`src/hdl/tsd_pkg.sv`:
```
// Shared types and codes of the tag-serialised task dispatcher.
package tsd_pkg;

  localparam logic [1:0] OP_PUSH  = 2'd0;
  localparam logic [1:0] OP_POP   = 2'd1;
  localparam logic [1:0] OP_DRAIN = 2'd2;
  localparam logic [1:0] OP_CLEAR = 2'd3;

  localparam logic [1:0] KIND_MAIN    = 2'd0;
  localparam logic [1:0] KIND_BG      = 2'd1;
  localparam logic [1:0] KIND_TAGGED  = 2'd2;
  localparam logic [1:0] KIND_INVALID = 2'd3;

  localparam logic [1:0] ST_OK      = 2'd0;
  localparam logic [1:0] ST_FULL    = 2'd1;
  localparam logic [1:0] ST_BADKIND = 2'd2;

  // Most results one drain may produce.
  localparam int MAX_RESULTS = 16;
  localparam int KW          = $clog2(MAX_RESULTS + 1);

  typedef struct packed {
    logic        became_ready;
    logic        got_task;
    logic [15:0] handle;
    logic [7:0]  tag;
    logic        last;
    logic [6:0]  ready_count;
    logic [1:0]  status;
  } res_t;

endpackage

```
`src/hdl/tsd_out.sv`:
```
// Output register: holds one result beat and packs it onto the stream.
module tsd_out (
  input  logic          clk,
  input  logic          rst_n,
  input  logic          res_valid,
  output logic          res_ready,
  input  tsd_pkg::res_t res,
  output logic          out_tvalid,
  input  logic          out_tready,
  output logic [39:0]   out_tdata,
  output logic          out_tlast
);

  logic          vld_r, vld_nxt;
  tsd_pkg::res_t beat_r;

  assign res_ready = !vld_r || out_tready;
  assign vld_nxt   = res_valid || (vld_r && !out_tready);

  always_ff @(posedge clk) begin
    if (!rst_n) begin
      vld_r <= 1'b0;
    end else begin
      vld_r <= vld_nxt;
    end
  end

  always_ff @(posedge clk) begin
    if (res_valid && res_ready) begin
      beat_r <= res;
    end
  end

  assign out_tvalid = vld_r;
  assign out_tlast  = beat_r.last;
  assign out_tdata  = {5'd0, beat_r.status, beat_r.ready_count, beat_r.tag,
                       beat_r.handle, beat_r.got_task, beat_r.became_ready};

endmodule

```
`config.mk`:
```
export PLATFORM = sky130hd
export DESIGN_NAME = tsd_out
export DESIGN_NICKNAME = d
export VERILOG_FILES = /design/src/hdl/tsd_pkg.sv /design/src/hdl/tsd_out.sv
export SDC_FILE = /design/constraint.sdc
export NUM_CORES = 1
export LEC_CHECK = 0
export ABC_CLOCK_PERIOD_IN_PS = 1900
export BUFFER_PORTS_ARGS = -buffer_cell sky130_fd_sc_hd__buf_2
export CORE_MARGIN = 8
export CORE_UTILIZATION = 42
export DETAILED_ROUTE_END_ITERATION = 12
export PLACE_DENSITY_LB_ADDON = 0.12
export SLEW_MARGIN = 25
export SYNTH_ARGS = -nofsm -noshare
export SYNTH_HDL_FRONTEND = slang
export SYNTH_SLANG_ARGS = --single-unit
```
`constraint.sdc`:
```
create_clock -name clk -period 1.9 [get_ports clk]
set_clock_uncertainty 0.1 [all_clocks]
set_input_delay 0.095 -clock clk [delete_from_list [all_inputs] [get_ports clk]]
set_output_delay 0.095 -clock clk [all_outputs]
set_load 0.03 [all_outputs]
```
* Yosys cells after proc, flatten, opt, wreduce, memory -nomap -nowiden
Index checks and enable logic that the tools add are counted.
Storage, ports and cells: input bits 40, word-level logic and storage cells 14, output and inout port bits 43, bits in registers 37
Cells by class: reductions and logical operators 6
Operators with widths (number):
- logical AND 1 bit | 2
- logical NOT 1 bit | 2
- logical OR 1 bit | 2

* Logic depth before layout (Yosys ltp)
Gate-level depths: netlist of the first run.
depth after elaboration 3, mapped depth 2, gate-level depth less buffers 2

* Least setup slack after synthesis of the first run
Ideal clock, no wire load.
path type register to register, start point register vld_r, in the netlist out_tvalid, end point register beat_r, in the netlist out_tdata[0] (enable), buffers on the path 0, data arrival time 0.984 ns, path slack 0.470 ns, cell stages (with the launch flop) 3, path through dfxtp_1 > nand2b_4 > and2_4
Between the ends: longest elaborated chain between the ends 3
RTL lines:
- start, declared | line tsd_out.sv:14 | logic vld_r, vld_nxt;
- start signal, assigned | line tsd_out.sv:24 | vld_r <= vld_nxt;
- logical NOT 1 bit | line tsd_out.sv:17 | assign res_ready = !vld_r || out_tready;
- logical OR 1 bit | line tsd_out.sv:17
- named net res_ready | line tsd_out.sv:6 | output logic res_ready,
- logical AND 1 bit | line tsd_out.sv:29 | if (res_valid && res_ready) begin
- end signal, assigned | line tsd_out.sv:30 | beat_r <= res;
- end, declared | line tsd_out.sv:15 | tsd_pkg::res_t beat_r;
The timed path passes the listed nets, and every way through them passes these cells. A chain may end at the register's enable or synchronous reset.

* Final worst setup path of the first run
start point input rst_n, end point register vld_r, in the netlist out_tvalid
RTL lines:
- start, declared | line tsd_out.sv:4 | input logic rst_n,
No word-level cell between the ends.

==> flow_metrics.env, run 1 <==
export IMPL_cp_required_ns=2.01
export IMPL_routed_wl_mm=3.177
export IMPL_finalPower_w=0.001744
export IMPL_synth_common_cells="36 x edfxtp_1, 5 x buf_4"
export IMPL_yosysTopAreaCell="edfxtp_1"
export IMPL_clockBufferDepth=2
export IMPL_fmax_mhz=764.4
export IMPL_io_pins=83
export IMPL_place_gp_congestion=0.7391
export IMPL_finalSetupTns_ns=0
export IMPL_ctsRootBufferMaster="clkbuf_4"
export IMPL_startpoint_type="input pin"
export IMPL_yosysMostFrequentCell="edfxtp_1"
export IMPL_r2r_worst_path_cells=2
export IMPL_holdPathStages=2
export IMPL_syn_inst=47
export IMPL_cts_sinks=37
export IMPL_clkLatencyLatePin_ns=0.31
export IMPL_dr_pass1_iters=3
export IMPL_min_to="out_tdata[24]"
export IMPL_end_kind="flop"
export IMPL_power_density_nw_per_um2=857.2
export IMPL_hold_start="res_valid"
export IMPL_arrival_ns=1.42
export IMPL_area_growth_pct=72.43
export IMPL_rsz0062_at_grt="no"
export IMPL_grt_max_degree=37
export IMPL_cap_violations=0
export IMPL_diodes=0
export IMPL_start_util=0.4354
export IMPL_cp_startpoint="rst_n"
export IMPL_min_period_ns=1.308
export IMPL_num_vias=846
export IMPL_vdd_ir_drop_max_uv=689.0
export IMPL_die_h_um=69
export IMPL_cts_buffers=5
export IMPL_drive_above_1_share=0.5179
export IMPL_r2r_start="out_tvalid"
export IMPL_fin_cells=199
export IMPL_setup_viol=0
export IMPL_syn_avg_cell_area_um2=25.10
export IMPL_synth_top_cell_area_share=0.9162
export IMPL_grt_pass1_wl_mm=5.140
export IMPL_dp_hpwl_mm=2.067
export IMPL_globalRouteTotalUtil=0.1365
export IMPL_synth_edff_count=36
export IMPL_ys_warn_count=0
export IMPL_critical_path_class="in -> reg"
export IMPL_antenna_found_initial=0
export IMPL_ctsHtreeMaxLevel=2
export IMPL_synth_area_top_cells="edfxtp_1 92%, buf_4 3.2%, dfxtp_1 1.7%"
export IMPL_rows=19
export IMPL_ys_types=8
export IMPL_ys_ff_latch=37
export IMPL_design_core_area_um2=2710
export IMPL_async_flop_share=0
export IMPL_r2r_end="out_tlast"
export IMPL_fin_nets=208
export IMPL_final_antenna_net_count=0
export IMPL_ys_flop_type="edfxtp_1"
export IMPL_ys_seq_area_frac=0.9332
export IMPL_die_area_um2=4761
export IMPL_viasPerCell=4.251
export IMPL_drt_iter0_drc=15
export IMPL_fillerInstances=179
export IMPL_synth_area_um2=1180
export IMPL_fp_dieW_um=69
export IMPL_ctsResizeCount=0
export IMPL_hp_class="in -> reg"
export IMPL_outcome="finished clean"
export IMPL_worst_r2r_setup_slack_ns=0.59
export IMPL_drc_errors=0
export IMPL_first_global_vias=998
export IMPL_cts_tree="yes"
export IMPL_critPathMaxFanout=1
export IMPL_grt_overflow=0
export IMPL_fin_crit_sh=0.6885
export IMPL_port_buffers=77
export IMPL_hold_viol=0
export IMPL_p_leak_nw=0.8969
export IMPL_clk_pin_slew_worst_paths_ns=0.10
export IMPL_dp_cells=154
export IMPL_wire_per_inst_um=15.96
export IMPL_drv_slew=0
-- layer usage --
metal | share of wire | track usage | vias to the layer above
met1 | 0.35 | 0.1265 | 389
met4 | 0.022 | 0.06378 | 0
met2 | 0.55 | 0.2480 | 40
met3 | 0.078 | 0.06009 | 7
met5 | 0 | 0 | -
li1 | - | - | 410
-- cell families after synthesis --
| kind of cell | share of synthesized area |
|---|---|
| buf+inv | 0.03500 |
| flops | 0.9332 |
| compound gates | 0.009543 |
| other cells | 0.003178 |
| simple gates | 0.01909 |
-- through the flow --
step                      setup slack [ns]  cell area, µm²  hold slack [ns]    util
after global routing                0.5156            2034           0.2624  0.7507
after CTS                           0.5622            2034           0.2501  0.7507
final                               0.5918            2034           0.2595  0.7507
after global placement              0.6209            1582           0.1717  0.5836
after floorplan                     0.4696            1195          0.09387       -
after detailed placement            0.5763            1582           0.1731  0.5836
-- placed cells by master (no fill, tap or decap) --
cell type,instances
conb_1,5
clkinv_2,1
buf_2,77
dlygate4sd3_1,38
a21boi_2,1
nand2b_4,1
inv_1,1
edfxtp_1,36
bufinv_16,1
clkbuf_4,5
dfxtp_1,1
and2_4,1
-- power breakdown --
| group | total, W | switching (W) | internal, W | leakage, nW |
|---|---|---|---|---|
| sequential | 0.000962 | 0.0000115 | 0.000951 | 0.357 |
| clock | 0.000500 | 0.000232 | 0.000268 | 0.0410 |
| combinational | 0.000281 | 0.000168 | 0.000114 | 0.499 |
-- flip-flops by register name, indices dropped and copies added, names as in the netlist --
name        flops
out_tlast       1
out_tvalid      1
out_tdata      35
-- final cells by class --
cell class	count	area [µm²]	share of cell area
multi-input combinational	8	52.55	0.02583
clock inverter	2	35.03	0.01722
clock buffer	5	37.54	0.01845
timing repair buffer	115	765.7	0.3764
tap	31	38.79	0.01907
sequential	37	1101	0.5412
inverter	1	3.754	0.001845
-- critical path: stages --
cell,delay (ns)
dlygate4sd3_1,0.53
buf_2,0.11
a21boi_2,0.13
dlygate4sd3_1,0.54
-- what timing repair did --
| item | 4_1_cts | 5_1_grt |
|---|---|---|
| endpoints found under the hold margin | 37 | 0 |
| buffers inserted | 0 | 0 |
| hold buffers | 38 | 0 |
-- worst max path at each step --
stage | end | slack (ns) | cells past startpoint
3_3_place_gp | out_tdata[33] | 0.62 | 2
6_report | out_tvalid | 0.59 | 4
5_1_grt | out_tdata[22] | 0.52 | 2
3_5_place_dp | out_tdata[25] | 0.58 | 2
2_1_floorplan | out_tdata[0] | 0.47 | 2
4_1_cts | out_tdata[22] | 0.56 | 2
No activity file was read; power rests on OpenSTA's default activity.
==> run 2: changes to the inputs <==
- ABC_AREA: not set -> 1
- ABC_CLOCK_PERIOD_IN_PS: 1900 -> 1200
- CORE_UTILIZATION: 42 -> 35
- clock period: 1.9 -> 1.2 ns (I/O delays scaled with it)
==> run 2 against run 1 <==
Compared with the run above:
- the flow now finishes with violations (setup timing)
- clock power grew 24%
- largest power group unchanged
- worst setup slack lost 0.60 ns
- cell count grew 12%
- critical path type unchanged
==> flow_metrics.env, run 2 <==
export IMPL_largest_reg_flops=35
export IMPL_ys_types=9
export IMPL_start_util=0.3573
export IMPL_clkLatencyLatePin_ns=0.33
export IMPL_async_flop_share=0
export IMPL_grt_pass1_wl_mm=4.519
export IMPL_routed_wl_mm=3.303
export IMPL_port_buffers=77
export IMPL_first_global_vias=965
export IMPL_end_kind="flop"
export IMPL_design_core_area_um2=3284
export IMPL_final_antenna_net_count=0
export IMPL_clockBufferDepth=2
export IMPL_cts_buffers=5
export IMPL_rows=21
export IMPL_globalRouteTotalUtil=0.1148
export IMPL_violations="setup timing"
export IMPL_io_pins=83
export IMPL_ys_seq_area_frac=0.9382
export IMPL_drc_errors=0
export IMPL_area_growth_pct=83.90
export IMPL_die_h_um=73.91
export IMPL_ys_ff_latch=37
export IMPL_synth_edff_count=36
export IMPL_synth_top_cell_area_share=0.9211
export IMPL_startpoint_type="input pin"
export IMPL_hold_viol=0
export IMPL_drive_above_1_share=0.5398
export IMPL_syn_inst=49
export IMPL_grt_max_degree=27
export IMPL_power_density_nw_per_um2=1226
export IMPL_synth_common_cells="36 x edfxtp_1, 5 x buf_4, 2 x inv_1"
export IMPL_cts_sinks=37
export IMPL_critical_path_class="in -> reg"
export IMPL_critPathMaxFanout=13
export IMPL_hp_class="in -> reg"
export IMPL_dp_hpwl_mm=2.168
export IMPL_fp_dieW_um=73.91
export IMPL_finalSetupTns_ns=-0.01320
export IMPL_clk_pin_slew_worst_paths_ns=0.11
export IMPL_dr_pass1_iters=4
export IMPL_synth_area_top_cells="edfxtp_1 92%, buf_4 3.2%, dfxtp_1 1.7%"
export IMPL_min_period_ns=1.203
export IMPL_die_area_um2=5462
export IMPL_ctsRootBufferMaster="clkbuf_4"
export IMPL_fillerInstances=257
export IMPL_fin_crit_sh=1.003
export IMPL_fin_nets=215
export IMPL_ys_flop_type="edfxtp_1"
export IMPL_drv_slew=0
export IMPL_cts_tree="yes"
export IMPL_diodes=0
export IMPL_final_common_cell="buf_2"
export IMPL_fin_cells=222
export IMPL_viasPerCell=3.941
export IMPL_yosysTopAreaCell="edfxtp_1"
export IMPL_antenna_found_initial=0
export IMPL_setup_viol=4
export IMPL_yosysMostFrequentCell="edfxtp_1"
export IMPL_place_gp_congestion=0.7100
export IMPL_final_cell_mix="75 x buf_2, 38 x dlygate4sd3_1, 36 x edfxtp_1"
export IMPL_cp_required_ns=1.16
export IMPL_fin_ws_ns=-0.003480
export IMPL_ys_warn_count=0
export IMPL_p_leak_nw=0.9457
export IMPL_num_vias=875
export IMPL_arrival_ns=1.17
export IMPL_outcome="finished with violations"
export IMPL_ctsHtreeMaxLevel=2
export IMPL_fmax_mhz=830.9
export IMPL_drt_iter0_drc=34
export IMPL_holdWs_ns=0.1229
export IMPL_cap_violations=0
export IMPL_syn_avg_cell_area_um2=23.95
export IMPL_grt_overflow=0
export IMPL_rsz0062_at_grt="yes"
export IMPL_vdd_ir_drop_max_uv=842.7
export IMPL_wire_per_inst_um=14.88
export IMPL_synth_area_um2=1174
export IMPL_dp_cells=173
[run 2: final cells by class]
class / instances / area, µm² / share of cell area
inverters: 3 / 13.76 / 0.006377
well taps: 46 / 57.56 / 0.02667
clock buffers: 5 / 37.54 / 0.01739
multi-input cells: 8 / 50.05 / 0.02319
clock inverters: 3 / 17.52 / 0.008116
flip-flops and latches: 37 / 1105 / 0.5119
repair buffers: 120 / 877.1 / 0.4064
[run 2: worst paths after layout]
path / from / endpoint / slack, ns / cells past startpoint
worst max-delay path: out_tready / out_tdata[12] / -0.003 / 5
worst min-delay path: res_valid / out_tvalid / 0.12 / 4
worst max register to register: out_tvalid / out_tdata[12] / 0.01 / 3
worst min register to register: out_tvalid / out_tvalid / 0.46 / 2
[run 2: worst max-delay path, cell delays in order]
cell and delay [ns]:
dlygate4sd3_1 0.58, inv_4 0.06, a21oi_4 0.16, buf_12 0.14
clkbuf_16 0.16
[run 2: repair_timing]
action,4_1_cts,5_1_grt
hold buffers,39,0
resized for setup,0,6
endpoints found under the hold margin,37,0
setup endpoints to repair,0,37
setup buffers,0,1
[run 2: cells by family (layout without fill, tap and decap cells)]
kind of cell	count (synthesis)	count (layout)	share of synthesized area
other	1	5	0.003195
AOI/OAI and AO/OA	2	2	0.01172
DFF	37	37	0.9382
buffers and inverters	8	131	0.04158
and+or+nand+nor	1	1	0.005334
[run 2: stage by stage]
step	cell area [µm²]	setup slack, ns	util	total power, W
finish	2158	-0.003480	0.6571	0.002645
global route	2158	-0.007185	0.6571	0.002752
CTS	2082	0.02027	0.6339	0.002640
detailed placement	1637	0.08133	0.4983	0.001919
global placement	1637	0.1001	0.4983	0.001913
floorplan	1204	-0.3350	-	0.001777
[run 2: routing by layer]
layer,GRT usage,part of all wire,vias up
met4,0.06652,0.012,0
li1,-,-,425
met5,0,0,-
met3,0.05593,0.12,5
met2,0.1973,0.52,52
met1,0.1081,0.35,393
[run 2: power breakdown]
| group | internal (W) | switching, W |
|---|---|---|
| Sequential | 0.00150 | 0.0000194 |
| Clock | 0.000221 | 0.000399 |
| Combinational | 0.000220 | 0.000281 |
==> run 3: changes to the inputs <==
- SKIP_CTS_REPAIR_TIMING: not set -> 1
==> run 3 against run 2 <==
Compared with the run above:
- the flow finishes with violations (hold timing)
- largest cell class unchanged
- combinational power down 9.4%
- fmax grew 5.9%
- sequential power is essentially flat
- core utilization is 2.9 points lower
- routed wire length is 8.8% lower
- die area stayed put
- first-iteration DRC count grew 44%
- worst hold slack worse by 0.23 ns
- flip-flop and latch count is the same
- register-to-register slack gained 0.05 ns
- clock-buffer cell count did not move
==> flow_metrics.env, run 3 (synthesis gave the netlist of run 2 again) <==
export IMPL_outcome="finished with violations"
export IMPL_violations="hold timing"
export IMPL_fin_cells=218
export IMPL_ctsRootBufferMaster="clkbuf_4"
export IMPL_setup_viol=0
export IMPL_startpoint_type="flop"
export IMPL_fmax_mhz=879.9
export IMPL_cts_tree="yes"
export IMPL_hold_viol=1
export IMPL_clk_pin_slew_worst_paths_ns=0.10
export IMPL_grt_overflow=0
export IMPL_r2r_start="out_tvalid"
export IMPL_critical_path_class="reg -> reg"
export IMPL_place_gp_congestion=0.7100
export IMPL_design_core_area_um2=3284
export IMPL_cp_required_ns=1.14
export IMPL_globalRouteTotalUtil=0.09997
export IMPL_r2r_end="out_tdata[27]"
export IMPL_dr_pass1_iters=4
export IMPL_final_common_cell="buf_2"
export IMPL_arrival_ns=1.08
export IMPL_diodes=0
export IMPL_min_period_ns=1.137
export IMPL_clockBufferDepth=2
export IMPL_place_ws_ns=0.08133
export IMPL_hp_class="in -> reg"
export IMPL_r2r_worst_path_cells=2
export IMPL_dp_cells=173
export IMPL_cts_buffers=5
export IMPL_dp_hpwl_mm=2.168
export IMPL_antenna_found_initial=0
export IMPL_power_density_nw_per_um2=1257
export IMPL_fillerInstances=263
export IMPL_grt_pass1_wl_mm=3.919
export IMPL_endpoint="out_tdata[27]"
export IMPL_finish_utilization=0.6278
export IMPL_drv_slew=0
export IMPL_start_util=0.3573
export IMPL_fin_nets=211
export IMPL_use_met2=0.1514
export IMPL_worst_r2r_setup_slack_ns=0.06
export IMPL_viasPerCell=3.844
export IMPL_drt_iter0_drc=49
export IMPL_final_cell_mix="77 x buf_2, 37 x dlygate4sd3_1, 36 x edfxtp_1"
export IMPL_fin_area_um2=2062
export IMPL_grt_max_degree=27
export IMPL_use_met1=0.09809
export IMPL_final_antenna_net_count=0
export IMPL_rsz0062_at_grt="no"
export IMPL_die_h_um=73.91
export IMPL_p_leak_nw=0.8972
export IMPL_drc_errors=0
export IMPL_routed_wl_mm=3.011
export IMPL_clkLatencyLatePin_ns=0.33
export IMPL_busiest_layer="met2"
export IMPL_first_global_vias=800
export IMPL_drive_above_1_share=0.5349
export IMPL_cap_violations=0
export IMPL_cp_startpoint="out_tvalid"
export IMPL_placed_area_um2=1637
export IMPL_fin_crit_sh=0.9471
export IMPL_fp_dieW_um=73.91
export IMPL_die_area_um2=5462
export IMPL_fin_ws_ns=0.06348
export IMPL_critPathMaxFanout=10
export IMPL_cts_sinks=37
export IMPL_rows=21
export IMPL_vdd_ir_drop_max_uv=787.7
export IMPL_ctsHtreeMaxLevel=2
export IMPL_end_kind="flop"
export IMPL_area_growth_pct=75.69
export IMPL_largest_reg_flops=35
export IMPL_wire_per_inst_um=13.81
export IMPL_gr_usage_met3=0.06139
export IMPL_num_vias=838
export IMPL_holdWs_ns=-0.1105
export IMPL_port_buffers=77
export IMPL_io_pins=83
## run 3: changes by cell type in the layout (fill, tap and decap cells not counted)
| cell | change |
|---|---|
| dlymetal6s4s_1 | -1 |
| dlygate4sd3_1 | -1 |
| inv_4 | -1 |
| buf_12 | -1 |
| buf_6 | -1 |
| inv_1 | +1 |
| clkbuf_16 | -2 |
| buf_2 | +2 |
## run 3: stage by stage
stage / total power, W / setup TNS [ns]
6_report: 0.002591 / 0
5_1_grt: 0.002705 / 0
3_5_place_dp: 0.001919 / 0
3_3_place_gp: 0.001913 / 0
4_1_cts: 0.002541 / 0
2_1_floorplan: 0.001777 / -12.06
## run 3: final cells by class
| cell class | instances | area [µm²] | share of cell area |
|---|---|---|---|
| Timing Repair Buffer | 116 | 783.3 | 0.3799 |
| Sequential cell | 37 | 1105 | 0.5358 |
| Clock buffer | 5 | 37.54 | 0.01820 |
| Inverter | 3 | 11.26 | 0.005461 |
| Tap cell | 46 | 57.56 | 0.02791 |
| Clock inverter | 3 | 17.52 | 0.008495 |
| Multi-Input combinational cell | 8 | 50.05 | 0.02427 |
## run 3: worst min path at each step
stage                                to  startpoint  slack (ns)  cells past startpoint
after floorplan            out_tdata[0]     res[35]        0.06                      0
after global placement    out_tdata[25]     res[17]        0.14                      1
after detailed placement   out_tdata[9]     res[25]        0.14                      1
after CTS                 out_tdata[18]     res[10]       -0.23                      1
after global routing         out_tvalid  out_tready       -0.11                      4
final                        out_tvalid  out_tready       -0.11                      4
## run 3: where the power goes
part	internal, W	switching (W)	total [W]
combinational	0.000186	0.000269	0.000455
clock	0.000221	0.000393	0.000613
sequential	0.00150	0.0000187	0.00152
total	0.00191	0.000680	0.00259
## run 3: metal layers
layer	vias up	part of all wire
met1	368	0.35
met5	-	0
met2	50	0.52
met3	5	0.12
li1	415	-
met4	0	0.013
## run 3: worst max-delay path, cell delays in order, from the launching register on
cell and delay (ns):
dfxtp_4 0.37, a21oi_4 0.16, buf_4 0.21
